**src/hdl/pmmr_pkg.sv**
```systemverilog
// ----------------------------------------------------------------------------
// pmmr_pkg
// shared constants and types for the min/max pixel rescale block
// ----------------------------------------------------------------------------
package pmmr_pkg;

    localparam int OUT_BITS = 16;
    localparam int PIX_W    = 16;
    localparam int CNT_W    = $clog2(OUT_BITS + 1);

    localparam logic [PIX_W:0] PIX_MAX = (PIX_W + 1)'((64'd1 << OUT_BITS) - 64'd1);
    localparam logic [31:0]    PIX_RANGE = 32'((64'd1 << OUT_BITS));

    localparam logic signed [31:0] MIN_RESET = 32'sh7fff_ffff;
    localparam logic signed [31:0] MAX_RESET = 32'sh8000_0000;
    localparam logic signed [31:0] S16_ICPT  = -32'sd32768;

    typedef enum logic [1:0] {
        OP_CLEAR   = 2'd0,
        OP_MEASURE = 2'd1,
        OP_CONVERT = 2'd2,
        OP_NONE    = 2'd3
    } op_t;

    typedef enum logic [1:0] {
        WT_S32 = 2'd0,
        WT_S16 = 2'd1,
        WT_U8  = 2'd2,
        WT_RSV = 2'd3
    } word_type_t;

    typedef enum logic {
        REG_WORD_TYPE  = 1'b0,
        REG_BIG_ENDIAN = 1'b1
    } reg_index_t;

    typedef enum logic [1:0] {
        ST_IDLE  = 2'd0,
        ST_CALC  = 2'd1,
        ST_CHECK = 2'd2,
        ST_DIV   = 2'd3
    } state_t;

endpackage

```
**src/hdl/pmmr_div.sv**
```systemverilog
// ----------------------------------------------------------------------------
// pmmr_div
// bit-serial restoring divider, one quotient bit per cycle
// computes floor((dividend << OUT_BITS) / divisor) for dividend < divisor
// ----------------------------------------------------------------------------
module pmmr_div
(
    input  logic                             clk,
    input  logic                             rst_n,
    input  logic                             start,
    input  logic [31:0]                      dividend,
    input  logic [31:0]                      divisor,
    output logic [pmmr_pkg::OUT_BITS-1:0]    quotient,
    output logic                             done
);

    logic [31:0]                   rem_reg;
    logic [31:0]                   rem_next;
    logic [31:0]                   div_reg;
    logic [pmmr_pkg::OUT_BITS-1:0] quo_reg;
    logic [pmmr_pkg::OUT_BITS-1:0] quo_next;
    logic [pmmr_pkg::CNT_W-1:0]    cnt_reg;
    logic [pmmr_pkg::CNT_W-1:0]    cnt_next;
    logic                          done_reg;
    logic                          done_next;
    logic [32:0]                   shifted;
    logic [32:0]                   trial;

    always_comb
    begin
        shifted   = {rem_reg, 1'b0};
        trial     = shifted - {1'b0, div_reg};
        rem_next  = rem_reg;
        quo_next  = quo_reg;
        cnt_next  = cnt_reg;
        done_next = 1'b0;
        if (start)
        begin
            rem_next = dividend;
            cnt_next = pmmr_pkg::CNT_W'(pmmr_pkg::OUT_BITS);
        end
        else if (cnt_reg != '0)
        begin
            if (!trial[32])
            begin
                rem_next = trial[31:0];
                quo_next = {quo_reg[pmmr_pkg::OUT_BITS-2:0], 1'b1};
            end
            else
            begin
                rem_next = shifted[31:0];
                quo_next = {quo_reg[pmmr_pkg::OUT_BITS-2:0], 1'b0};
            end
            cnt_next  = cnt_reg - pmmr_pkg::CNT_W'(1);
            done_next = (cnt_reg == pmmr_pkg::CNT_W'(1));
        end
    end

    always_ff @(posedge clk or negedge rst_n)
    begin
        if (!rst_n)
        begin
            cnt_reg  <= '0;
            done_reg <= 1'b0;
        end
        else
        begin
            cnt_reg  <= cnt_next;
            done_reg <= done_next;
        end
    end

    // datapath, no reset needed
    always_ff @(posedge clk)
    begin
        rem_reg <= rem_next;
        quo_reg <= quo_next;
        if (start)
        begin
            div_reg <= divisor;
        end
    end

    assign quotient = quo_reg;
    assign done     = done_reg;

endmodule

```
**src/hdl/pixel_min_max_rescale_u16.sv**
```systemverilog
// ----------------------------------------------------------------------------
// pixel_min_max_rescale_u16
// converts raw samples to unsigned 16-bit pixels with min/max tracking
// ----------------------------------------------------------------------------
// clear and measure transactions: no result, busy stays low
// convert in 16-bit, 8-bit or reserved mode: result strobe in the cycle after accept
// convert in 32-bit mode: CALC then CHECK, result set in CHECK without division,
// else via DIV, waiting on the bit-serial divider producing one bit per cycle
// one item at a time; the result receiver cannot stall
// rst_n clears configuration, min/max tracking and control state
// ----------------------------------------------------------------------------
module pixel_min_max_rescale_u16
(
    input  logic                           clk,
    input  logic                           rst_n,
    input  logic                           psel,
    input  logic                           penable,
    input  logic                           pwrite,
    input  logic [2:0]                     paddr,
    input  logic [31:0]                    pwdata,
    output logic [31:0]                    prdata,
    output logic                           pready,
    input  logic                           start,
    output logic                           busy,
    input  logic [1:0]                     op,
    input  logic [31:0]                    raw_word,
    output logic                           done,
    output logic [pmmr_pkg::PIX_W-1:0]     pixel,
    output logic signed [31:0]             intercept,
    output logic [31:0]                    value_range,
    output logic                           clipped
);

    pmmr_pkg::state_t              state_reg;
    pmmr_pkg::state_t              state_next;
    logic [1:0]                    word_type_reg;
    logic                          big_endian_reg;
    logic signed [31:0]            min_reg;
    logic signed [31:0]            min_next;
    logic signed [31:0]            max_reg;
    logic signed [31:0]            max_next;
    logic signed [31:0]            x_reg;
    logic signed [31:0]            x_next;
    logic [31:0]                   d_reg;
    logic [31:0]                   d_next;
    logic [31:0]                   range_reg;
    logic [31:0]                   range_next;
    logic                          range_ok_reg;
    logic                          range_ok_next;
    logic                          d_ok_reg;
    logic                          d_ok_next;
    logic                          done_reg;
    logic                          done_next;
    logic [pmmr_pkg::PIX_W-1:0]    pixel_reg;
    logic [pmmr_pkg::PIX_W-1:0]    pixel_next;
    logic signed [31:0]            intercept_reg;
    logic signed [31:0]            intercept_next;
    logic [31:0]                   value_range_reg;
    logic [31:0]                   value_range_next;
    logic                          clipped_reg;
    logic                          clipped_next;
    logic                          accept;
    logic                          cfg_write;
    logic signed [31:0]            x_dec;
    logic [31:0]                   swap32;
    logic [15:0]                   raw16;
    logic [pmmr_pkg::PIX_W:0]      narrow_pix;
    logic                          div_start;
    logic                          div_done;
    logic [pmmr_pkg::OUT_BITS-1:0] div_quo;

    assign pready    = 1'b1;
    assign cfg_write = psel && penable && pwrite && pready;
    assign accept    = start && !busy;
    assign busy      = (state_reg != pmmr_pkg::ST_IDLE);

    // configuration registers
    always_ff @(posedge clk or negedge rst_n)
    begin
        if (!rst_n)
        begin
            word_type_reg  <= pmmr_pkg::WT_S32;
            big_endian_reg <= 1'b0;
        end
        else if (cfg_write)
        begin
            case (pmmr_pkg::reg_index_t'(paddr[2]))
                pmmr_pkg::REG_WORD_TYPE:  word_type_reg  <= pwdata[1:0];
                pmmr_pkg::REG_BIG_ENDIAN: big_endian_reg <= pwdata[0];
                default:                  word_type_reg  <= word_type_reg;
            endcase
        end
    end

    always_comb
    begin
        case (pmmr_pkg::reg_index_t'(paddr[2]))
            pmmr_pkg::REG_WORD_TYPE:  prdata = {30'd0, word_type_reg};
            pmmr_pkg::REG_BIG_ENDIAN: prdata = {31'd0, big_endian_reg};
            default:                  prdata = '0;
        endcase
    end

    // sample decode
    always_comb
    begin
        swap32 = big_endian_reg ? {raw_word[7:0], raw_word[15:8], raw_word[23:16],
                                   raw_word[31:24]} : raw_word;
        raw16  = big_endian_reg ? {raw_word[7:0], raw_word[15:8]} : raw_word[15:0];
        case (pmmr_pkg::word_type_t'(word_type_reg))
            pmmr_pkg::WT_S32: x_dec = swap32;
            pmmr_pkg::WT_S16: x_dec = {{16{raw16[15]}}, raw16};
            default:          x_dec = {24'd0, raw_word[7:0]};
        endcase
        if (pmmr_pkg::word_type_t'(word_type_reg) == pmmr_pkg::WT_S16)
        begin
            narrow_pix = {1'b0, raw16 ^ 16'h8000};
        end
        else
        begin
            narrow_pix = {9'd0, raw_word[7:0]};
        end
    end

    pmmr_div u_div
    (
        .clk      (clk),
        .rst_n    (rst_n),
        .start    (div_start),
        .dividend (d_reg),
        .divisor  (range_reg),
        .quotient (div_quo),
        .done     (div_done)
    );

    always_comb
    begin
        state_next       = state_reg;
        min_next         = min_reg;
        max_next         = max_reg;
        x_next           = x_reg;
        d_next           = d_reg;
        range_next       = range_reg;
        range_ok_next    = range_ok_reg;
        d_ok_next        = d_ok_reg;
        done_next        = 1'b0;
        pixel_next       = pixel_reg;
        intercept_next   = intercept_reg;
        value_range_next = value_range_reg;
        clipped_next     = clipped_reg;
        div_start        = 1'b0;
        case (state_reg)
            pmmr_pkg::ST_IDLE:
            begin
                if (accept)
                begin
                    case (pmmr_pkg::op_t'(op))
                        pmmr_pkg::OP_CLEAR:
                        begin
                            min_next = pmmr_pkg::MIN_RESET;
                            max_next = pmmr_pkg::MAX_RESET;
                        end
                        pmmr_pkg::OP_MEASURE:
                        begin
                            if (x_dec < min_reg)
                            begin
                                min_next = x_dec;
                            end
                            if (x_dec > max_reg)
                            begin
                                max_next = x_dec;
                            end
                        end
                        pmmr_pkg::OP_CONVERT:
                        begin
                            if (pmmr_pkg::word_type_t'(word_type_reg) == pmmr_pkg::WT_S32)
                            begin
                                x_next     = x_dec;
                                state_next = pmmr_pkg::ST_CALC;
                            end
                            else
                            begin
                                done_next        = 1'b1;
                                value_range_next = pmmr_pkg::PIX_RANGE;
                                intercept_next   = (pmmr_pkg::word_type_t'(word_type_reg)
                                                    == pmmr_pkg::WT_S16) ?
                                                   pmmr_pkg::S16_ICPT : 32'sd0;
                                if (narrow_pix > pmmr_pkg::PIX_MAX)
                                begin
                                    pixel_next   = pmmr_pkg::PIX_MAX[pmmr_pkg::PIX_W-1:0];
                                    clipped_next = 1'b1;
                                end
                                else
                                begin
                                    pixel_next   = narrow_pix[pmmr_pkg::PIX_W-1:0];
                                    clipped_next = 1'b0;
                                end
                            end
                        end
                        default:
                        begin
                            state_next = pmmr_pkg::ST_IDLE;
                        end
                    endcase
                end
            end
            pmmr_pkg::ST_CALC:
            begin
                range_ok_next = (max_reg >= min_reg);
                range_next    = max_reg - min_reg;
                d_ok_next     = (x_reg >= min_reg);
                d_next        = x_reg - min_reg;
                state_next    = pmmr_pkg::ST_CHECK;
            end
            pmmr_pkg::ST_CHECK:
            begin
                intercept_next   = min_reg;
                value_range_next = range_ok_reg ? range_reg : 32'd0;
                if (!range_ok_reg || (range_reg == 32'd0) || !d_ok_reg)
                begin
                    pixel_next   = '0;
                    clipped_next = 1'b0;
                    done_next    = 1'b1;
                    state_next   = pmmr_pkg::ST_IDLE;
                end
                else if (d_reg >= range_reg)
                begin
                    pixel_next   = pmmr_pkg::PIX_MAX[pmmr_pkg::PIX_W-1:0];
                    clipped_next = 1'b1;
                    done_next    = 1'b1;
                    state_next   = pmmr_pkg::ST_IDLE;
                end
                else
                begin
                    div_start  = 1'b1;
                    state_next = pmmr_pkg::ST_DIV;
                end
            end
            pmmr_pkg::ST_DIV:
            begin
                if (div_done)
                begin
                    pixel_next   = pmmr_pkg::PIX_W'(div_quo);
                    clipped_next = 1'b0;
                    done_next    = 1'b1;
                    state_next   = pmmr_pkg::ST_IDLE;
                end
            end
            default:
            begin
                state_next = pmmr_pkg::ST_IDLE;
            end
        endcase
    end

    always_ff @(posedge clk or negedge rst_n)
    begin
        if (!rst_n)
        begin
            state_reg <= pmmr_pkg::ST_IDLE;
            min_reg   <= pmmr_pkg::MIN_RESET;
            max_reg   <= pmmr_pkg::MAX_RESET;
            done_reg  <= 1'b0;
        end
        else
        begin
            state_reg <= state_next;
            min_reg   <= min_next;
            max_reg   <= max_next;
            done_reg  <= done_next;
        end
    end

    // datapath and result registers
    always_ff @(posedge clk)
    begin
        x_reg           <= x_next;
        d_reg           <= d_next;
        range_reg       <= range_next;
        range_ok_reg    <= range_ok_next;
        d_ok_reg        <= d_ok_next;
        pixel_reg       <= pixel_next;
        intercept_reg   <= intercept_next;
        value_range_reg <= value_range_next;
        clipped_reg     <= clipped_next;
    end

    assign done        = done_reg;
    assign pixel       = pixel_reg;
    assign intercept   = intercept_reg;
    assign value_range = value_range_reg;
    assign clipped     = clipped_reg;

endmodule
```
**config.mk**
```make
export PLATFORM = sky130hd
export DESIGN_NAME = pixel_min_max_rescale_u16
export DESIGN_NICKNAME = d
export VERILOG_FILES = /design/src/hdl/pmmr_pkg.sv /design/src/hdl/pmmr_div.sv /design/src/hdl/pixel_min_max_rescale_u16.sv
export SDC_FILE = /design/constraint.sdc
export NUM_CORES = 1
export LEC_CHECK = 0
export BUFFER_PORTS_ARGS = -buffer_cell sky130_fd_sc_hd__buf_2
export CORE_UTILIZATION = 49
export CTS_CLUSTER_SIZE = 24
export DETAILED_ROUTE_END_ITERATION = 12
export PLACE_DENSITY = 0.65
export SYNTH_ARGS = -nofsm -noshare
export SYNTH_HDL_FRONTEND = slang
export SYNTH_SLANG_ARGS = --single-unit
```
**constraint.sdc**
```tcl
create_clock -name clk -period 6.45 [get_ports clk]
set_input_delay 0.9675 -clock clk [delete_from_list [all_inputs] [get_ports clk]]
set_output_delay 0.9675 -clock clk [all_outputs]
set_load 0.03 [all_outputs]
```
==> impl_metrics.tcl, run 1 <==
set metrics [dict create \
    run_status "complete, no violations" \
    drive_gt1_share_pct 13.9 \
    grt_max_degree 67 \
    vdd_drop_max_mv 0.241 \
    p_leak_uw 0.0106 \
    yosysMostFrequentCell "edfxtp_1" \
    n_fill_cell 3507 \
    ys_top_cells_by_area "edfxtp_1 (38%), ha_1 (12%), dfrtp_1 (5.3%)" \
    cp_common_cell "a21o_1" \
    syn_to_final_growth_pct 12.0 \
    cts.clk_slew.worst_paths_ps 60 \
    coreArea_mm2 0.0412 \
    ctsResizeCount 0 \
    seqPwrFrac_pct 34.4 \
    p_clk_share_pct 23.1 \
    avgSynthCellArea_um2 10.6 \
    vias 15000 \
    chipWidth_um 207 \
    rsz0062_at_grt "false" \
    hold_buffers 0 \
    clock-sinks 335 \
    grt-ovfl-total 0 \
    placedCellCount 2565 \
    yosysSeqAreaShare_pct 47.0 \
    cts_buffers 38 \
    antenna_found_initial 0 \
    grt_pass1_vias 14700 \
    arrival_ps 5300 \
    grt_pass1_wl_mm 81.7 \
    endpoint_kind "flip-flop" \
    drt_iter0_drc 870 \
    critPathKind "flip-flop to flip-flop" \
    layout.nets 2344 \
    slew_violations 0 \
    yosysWarningCount 0 \
    dr.pass1.iters 6 \
    clock_skew_ps 22.9 \
    synth_edf_count 259 \
    yosysTopAreaCell "edfxtp_1" \
    power_switching_uw 3630 \
    cts_tree "done" \
    placed_area_mm2 0.0219 \
    syn_area_mm2 0.0207 \
    finalCriticalPeriod_ps 4810 \
    antenna_left 0 \
    path_max_fanout 27 \
    ys_seq_elements 335 \
    yosys.area.top_type_share_pct 37.6 \
    critPathMaxStageDelay_ps 680 \
    synth_cells 1943 \
    dp.final_hpwl_mm 39.4 \
    required_ps 6940 \
    hp-class "input pin to asynchronous set/reset pin" \
    cts-root-buf "clkbuf_16" \
    num_antenna_cells 0 \
    multi_input_area_mm2 0.00997 \
    swShare_pct 37.4 \
    wl_mm 51.9 \
    power_density_mw_per_mm2 420 \
    num_io_pins 191 \
    drt-vias-per-instance 5.70 \
    start_util_pct 50.1 \
    htreeDepth 2 \
    gp_congestion 0.949 \
    row_count 74 \
    fmaxAchievable_mhz 208 \
    grt_usage_pct 24.2 \
    synthFlopType "edfxtp_1" \
    insertion_delay_ps 560 \
    wl_per_cell_um 19.7 \
    portBuffers 127 \
    async_reset_ff_share_pct 22.7 \
    p_comb_share_pct 42.5 \
    path_cells "buf_4, mux2i_1, o21ai_0, ha_1, a21o_1, a21o_1, a21o_1, a21o_1, a21oi_1, nor2_1, a211o_1, a21o_1, o21ai_4, buf_12, mux2_2" \
    slew_headroom_pct 30.3 \
    p_int_uw 6090 \
    worstSetupStartpointType "flip-flop" \
    final_cells 2634 \
    fin_area_mm2 0.0231 \
    timing.final.crit_share_pct 74.6 \
    hold_viol 0 \
    regArea_mm2 0.00972 \
    synth_common_cells "edfxtp_1 (259), ha_1 (193), inv_1 (170)" \
    tightest_slew_ps 1050 \
    critical-path-slowest-cell "o21ai_0" \
    cp.buffers_inverters 2 \
    dieHeight_um 207 \
    cts_setup_buffers 0 \
    drc 0 \
    crit_family "compound AO/OA/AOI/OAI gates" \
    finalSetupViolCount 0 \
    clk_path_buf_depth 3 \
    dieArea_mm2 0.0430 \
    cap_violations 0 \
    finalSetupTns_ps 0 \
    synth.distinct_cells 75 \
]
cell type report:
type	instances	area share, %
well taps	532	2.88
inverters	171	2.77
multi-input cells	1373	43.1
clock buffers	50	4.53
flip-flops and latches	335	42.0
clock inverters	19	1.06
repair buffers	154	3.69
power groups by stage:
stage	registers (uW)	clock network [uW]	logic, uW
4_1_cts	3350	2290	4120
6_report	3340	2250	4130
2_1_floorplan	3360	0	3040
3_5_place_dp	3380	0	4090
3_3_place_gp	3370	0	4010
5_1_grt	3390	2370	4580
logic make-up after synthesis:
family / after synthesis / synth area share, %
flip-flops: 335 / 47.0
XOR/XNOR: 80 / 3.39
AND/OR/NAND/NOR: 476 / 11.5
buffers and inverters: 264 / 5.48
adder cells (fa/ha/maj): 196 / 12.0
other: 2 / 0.0364
AO/OA/AOI/OAI: 480 / 15.0
multiplexers: 110 / 5.64
worst reg2reg max path, stage by stage (launching register included):
cell	delay (ps)
dfrtp_2	620
buf_4	430
mux2i_1	190
o21ai_0	680
ha_1	380
a21o_1	190
a21o_1	180
a21o_1	170
a21o_1	170
a21oi_1	140
nor2_1	60
a211o_1	250
a21o_1	210
o21ai_4	440
buf_12	270
mux2_2	380
cells in the final DEF, fill, tap and decap left out, types with 32 or more instances in the layout:
cell type and count:
xnor2_1 54, inv_1 170, o21ai_0 85, dfrtp_1 43, a21oi_1 153, and3_1 43, mux2i_1 85, a21o_1 71
edfxtp_1 259, clkbuf_16 39, dfstp_2 32, nor3_1 50, buf_2 126, nand2_1 93, nor2_1 120, ha_1 193
final timing paths:
check	from	to	slack, ps	cells after the start
max in group asynchronous	rst_n	u_div.cnt_reg[4]	5050	2
hold reg to reg	u_div.quotient[2]	u_div.quotient[3]	450	0
setup reg to reg	big_endian_reg	min_reg[0]	1640	15
setup / recovery	big_endian_reg	min_reg[0]	1640	15
min in group clk	u_div.quotient[2]	u_div.quotient[3]	450	0
hold / removal	rst_n	max_reg[11]	280	1
metrics by stage:
stage                     utilization [%]  total power [uW]  hold slack [ps]  setup WS [ps]
after global routing                 56.2             10300              277           1410
after detailed placement             53.0              7480              436           1200
after floorplan                         -              6400              426           1610
after global placement               53.0              7380              436           1290
after CTS                            56.2              9760              252           1670
final                                56.2              9730              278           1640
layer usage:
metal	GRT usage [%]	part of all wire (%)	vias to the layer above
met5	0	0	-
met4	8.96	2.9	0
met3	3.65	5.3	73
met2	38.7	46	421
met1	33.4	46	7193
li1	-	-	7327
Note: power is estimated with default switching activity, not from simulation.
==> inputs of run 2 (changes only) <==
ABC_AREA = 1   (was default)
clock period = 4.5 ns   (was 6.45 ns; I/O delays follow)
==> run 2 against run 1 <==
Die area is 4.3% higher. Non-clock buffer count is the same. Via count grew 19%. Synthesized cell count is 32% higher. Area after synthesis increased by 4.4%. Design area rose by 4.0%. Fmax increased by 26%. Total power up 99%. Sequential cell count is the same. Clock power increased by 40%. Critical path type unchanged.
==> impl_metrics.tcl, run 2 <==
set metrics [dict create \
    crit-reg2reg-launch "big_endian_reg" \
    arrival_ps 4330 \
    clk_path_buf_depth 3 \
    wl_per_cell_um 18.4 \
    gp_congestion 0.973 \
    grt_usage_pct 27.5 \
    hp-class "input pin to asynchronous set/reset pin" \
    timing.final.crit_share_pct 85.2 \
    dieArea_mm2 0.0449 \
    rrSetupSlack_ps 670 \
    p_leak_uw 0.0114 \
    async_reset_ff_share_pct 22.7 \
    drt_iter0_drc 1366 \
    yosys.area.top_type_share_pct 36.1 \
    run_status "complete, no violations" \
    cts-root-buf "clkbuf_16" \
    num_antenna_cells 0 \
    clock_skew_ps 16.9 \
    grt_pass1_vias 17300 \
    layout.nets 2964 \
    finalSetupViolCount 0 \
    synth_cells 2560 \
    chipWidth_um 212 \
    synth.distinct_cells 52 \
    yosysWarningCount 0 \
    synth_common_cells "nand2_1 (696), inv_1 (339), edfxtp_1 (259)" \
    dr.pass1.iters 6 \
    vias 17800 \
    htreeDepth 2 \
    grt-ovfl-total 0 \
    worstSetupStartpointType "flip-flop" \
    critPathKind "flip-flop to flip-flop" \
    path_max_fanout 32 \
    wl_mm 60.7 \
    cts.clk_slew.worst_paths_ps 60 \
    slew_headroom_pct 28.8 \
    antenna_found_initial 0 \
    power_density_mw_per_mm2 802 \
    drc 0 \
    critical-path-slowest-cell "nor4b_1" \
    slew_violations 0 \
    grt_pass1_wl_mm 94.4 \
    path_cells "inv_2, nand2_1, nand2_1, nand2_1, nand2_1, ha_1, nand2_1, nor2_1, nand4_1, nor4b_1, nand2_1, nand3b_1, nand2_1, nand2_1, buf_4, nand2_1, nand2_1" \
    required_ps 4990 \
    mostFrequentLayoutCells "nand2_1 (696), inv_1 (338), edfxtp_1 (259)" \
    hold_viol 0 \
    yosysMostFrequentCell "nand2_1" \
    syn_area_mm2 0.0216 \
    finalSetupTns_ps 0 \
    avgSynthCellArea_um2 8.42 \
    drt-vias-per-instance 5.38 \
    cts_buffers 39 \
    ys_seq_elements 335 \
    reg2reg_to "max_reg[16]" \
    row_count 76 \
    insertion_delay_ps 560 \
    final_common_cell "nand2_1" \
    antenna_left 0 \
    yosysSeqAreaShare_pct 45.1 \
    dieHeight_um 212 \
    rsz0062_at_grt "false" \
    endpoint_kind "flip-flop" \
    n_fill_cell 3981 \
    critPathMaxStageDelay_ps 650 \
    portBuffers 127 \
    vdd_drop_max_mv 0.449 \
    tightest_slew_ps 1060 \
    dp.final_hpwl_mm 47.6 \
    cts_setup_buffers 0 \
    num_io_pins 191 \
    fmaxAchievable_mhz 261 \
    ctsResizeCount 0 \
    power.total_uw 19300 \
    yosysTopAreaCell "edfxtp_1" \
    cts_tree "done" \
    syn_to_final_growth_pct 11.6 \
    synthFlopType "edfxtp_1" \
    cap_violations 0 \
    grt_max_degree 65 \
    finalCriticalPeriod_ps 3830 \
    cp_common_cell "nand2_1" \
    synth_edf_count 259 \
    hold_buffers 0 \
    start_util_pct 49.8 \
    clock-sinks 335 \
    drive_gt1_share_pct 9.95 \
    coreArea_mm2 0.0433 \
    reg2reg_depth 17 \
    ys_top_cells_by_area "edfxtp_1 (36%), nand2_1 (12%), ha_1 (11%)" \
]
-- run 2: cell count changes in the layout (fill, tap and decap cells not counted), sizes merged, moves of 31 or more --
cell and delta:
nand2 +606, inv +175, nor2 +92, mux2i -86
nand3 +79, a21o -64, and3 -41, o21ai +36
xor2 +36, a22o -31
-- run 2: cell families after synthesis --
logic type | synth area share, %
flip-flops | 45.1
XOR/XNOR | 3.66
adder cells (fa/ha/maj) | 11.5
other | 0.0348
buffers and inverters | 8.35
AO/OA/AOI/OAI | 10.7
AND/OR/NAND/NOR | 20.7
-- run 2: layout make-up --
cell class,instances,area (um^2),share of cell area (%)
Sequential cell,335,9720,40.4
Tap cell,585,732,3.04
Clock inverter,24,228,0.946
Timing Repair Buffer,154,853,3.55
Multi-Input combinational cell,1820,10200,42.4
Clock buffer,47,1050,4.35
Inverter,343,1290,5.35
-- run 2: how the worst max path moves through the flow --
stage,to,start,cells past startpoint
CTS,max_reg[16],big_endian_reg,17
finish,max_reg[16],big_endian_reg,17
global placement,max_reg[8],raw_word[7],17
detailed placement,max_reg[8],raw_word[7],17
floorplan,clipped,range_reg[31],13
global route,max_reg[21],big_endian_reg,17
-- run 2: metrics by stage --
| step | utilization, % | hold slack [ps] | instance area, um^2 | worst slack [ps] | cells |
|---|---|---|---|---|---|
| final | 55.6 | 91.4 | 24100 | 668 | 3308 |
| after floorplan | - | 379 | 21700 | 613 | 2589 |
| after detailed placement | 52.7 | 435 | 22800 | 530 | 3237 |
| after global routing | 55.6 | 99.6 | 24100 | 272 | 3308 |
| after CTS | 55.6 | 72.1 | 24100 | 686 | 3308 |
| after global placement | 52.7 | 429 | 22800 | 554 | 3237 |
-- run 2: power by group --
group	total (uW)	internal [uW]	switching, uW	leakage [uW]
Sequential	6110	5370	733	0.00342
Clock	3150	1850	1300	0.000622
Combinational	10000	3140	6910	0.00733
-- run 2: metal layers --
layer / up-vias / GRT usage (%) / share of wire [%]
met5: - / 0 / 0
met4: 0 / 8.27 / 2.8
met3: 105 / 3.69 / 5.0
met2: 511 / 46.3 / 47
met1: 8416 / 36.9 / 45
li1: 8775 / - / -
-- run 2: critical path, delay by kind of cell (launching register included) --
kind | cells | cell delay, ps
AND/OR/NAND/NOR | 14 | 2420
buffers and inverters | 2 | 410
flip-flops | 1 | 570
adder cells (fa/ha/maj) | 1 | 360
==> inputs of run 3 (changes only) <==
CORE_ASPECT_RATIO = 0.8   (was default)
==> run 3 against run 2 <==
Combinational power about the same. Largest power group unchanged. Via count down 0.13%. Utilization down 0.19 points. Global-route usage increased by 0.32 points. Count of clock-buffer cells in the layout increased by 2. Clock skew is 13 ps higher. Cell count is 0.70% lower. Total power rose by 0.17%. Fmax is 4.2% lower. Design area shrank 0.24%. Sequential power about the same. Sequential cell count did not move.
==> impl_metrics.tcl, run 3 (synthesis gave the netlist of run 2 again) <==
set metrics [dict create \
    htreeDepth 2 \
    vdd_drop_max_mv 0.461 \
    endpoint_kind "flip-flop" \
    portBuffers 127 \
    row_count 68 \
    required_ps 4990 \
    finalSetupViolCount 0 \
    antenna_left 0 \
    grt_usage_pct 27.9 \
    tightest_slew_ps 901 \
    cts_buffers 38 \
    grt_pass1_wl_mm 96.6 \
    drc 0 \
    grt_max_degree 69 \
    cts.clk_slew.worst_paths_ps 60 \
    drt-vias-per-instance 5.41 \
    hold_buffers 0 \
    wl_mm 62.1 \
    drt_iter0_drc 1269 \
    clk_path_buf_depth 3 \
    cp_common_cell "nand2_1" \
    grt_pass1_vias 17500 \
    cts_setup_buffers 0 \
    clock-sinks 335 \
    arrival_ps 4490 \
    reg2reg_to "max_reg[28]" \
    grt-ovfl-total 0 \
    drive_gt1_share_pct 10.2 \
    clock_skew_ps 29.4 \
    wl_per_cell_um 18.9 \
    n_fill_cell 4019 \
    worstSetupStartpointType "flip-flop" \
    layout.nets 2966 \
    num_antenna_cells 0 \
    rrSetupSlack_ps 500 \
    mostFrequentLayoutCells "nand2_1 (696), inv_1 (338), edfxtp_1 (259)" \
    fmaxAchievable_mhz 250 \
    gp_congestion 1.01 \
    path_max_fanout 17 \
    run_status "complete, no violations" \
    placedCellCount 3215 \
    cp.buffers_inverters 4 \
    cts-root-buf "clkbuf_16" \
    rsz0062_at_grt "false" \
    hold_viol 0 \
    critPathMaxStageDelay_ps 590 \
    num_io_pins 191 \
    crit-reg2reg-launch "word_type_reg[1]" \
    power_density_mw_per_mm2 806 \
    crit_family "simple AND/OR/NAND/NOR gates" \
    cts_tree "done" \
    critPathKind "flip-flop to flip-flop" \
    antenna_found_initial 1 \
    hp-class "input pin to asynchronous set/reset pin" \
    chipWidth_um 237 \
    dieArea_mm2 0.0449 \
    coreArea_mm2 0.0433 \
    vias 17800 \
    finalSetupTns_ps 0 \
    timing.final.crit_share_pct 88.9 \
    start_util_pct 49.8 \
    dp.final_hpwl_mm 48.8 \
    final_cells 3285 \
    dieHeight_um 190 \
    cap_violations 0 \
    dr.pass1.iters 5 \
    path_cells "nor2_2, inv_1, a21oi_1, inv_1, nand2_1, ha_1, nand2_1, nor2_1, nand4_1, nor4b_1, nand2_1, nand3b_1, nand2_1, buf_4, nand2_1, buf_4, nand2_1, nand2_1" \
    insertion_delay_ps 580 \
    slew_headroom_pct 40.0 \
    syn_to_final_growth_pct 11.3 \
    ctsResizeCount 0 \
    finalCriticalPeriod_ps 4000 \
    critical-path-slowest-cell "nor4b_1" \
    slew_violations 0 \
    reg2reg_depth 18 \
    final_common_cell "nand2_1" \
    p_leak_uw 0.0114 \
]
## run 3: report_power, final
group / switching, uW / internal, uW
combinational: 6980 / 3130
sequential: 720 / 5380
clock: 1330 / 1800
## run 3: cell type report
| class | count | area [um^2] | area share, % |
|---|---|---|---|
| Inverter | 343 | 1290 | 5.36 |
| Multi-Input combinational cell | 1820 | 10200 | 42.5 |
| Timing Repair Buffer | 157 | 863 | 3.60 |
| Clock buffer | 49 | 1020 | 4.26 |
| Sequential cell | 335 | 9720 | 40.5 |
| Clock inverter | 21 | 215 | 0.897 |
| Tap cell | 560 | 701 | 2.92 |
## run 3: through the flow
stage / power [uW] / worst slack (ps) / util (%) / hold slack (ps) / instance area (um^2)
floorplan: 13100 / 613 / - / 379 / 21700
global placement: 15900 / 510 / 52.6 / 429 / 22800
detailed placement: 16100 / 367 / 52.6 / 441 / 22800
CTS: 19300 / 484 / 55.4 / 222 / 24000
global route: 20800 / 234 / 55.4 / 247 / 24000
finish: 19300 / 499 / 55.4 / 199 / 24000
## run 3: metal layers
metal  track usage [%]  share of wire [%]  vias up
met3              4.09                5.6       92
li1                  -                  -     8769
met2              44.3                 45      550
met1              39.6                 47     8372
met4              7.77                2.5        0
met5                 0                  0        -
## run 3: worst max-delay path by stage
stage	from	end	cells past startpoint
2_1_floorplan	range_reg[31]	clipped	13
3_3_place_gp	raw_word[7]	max_reg[30]	18
3_5_place_dp	raw_word[7]	max_reg[2]	18
4_1_cts	word_type_reg[1]	max_reg[5]	18
5_1_grt	word_type_reg[1]	max_reg[18]	18
6_report	word_type_reg[1]	max_reg[28]	18
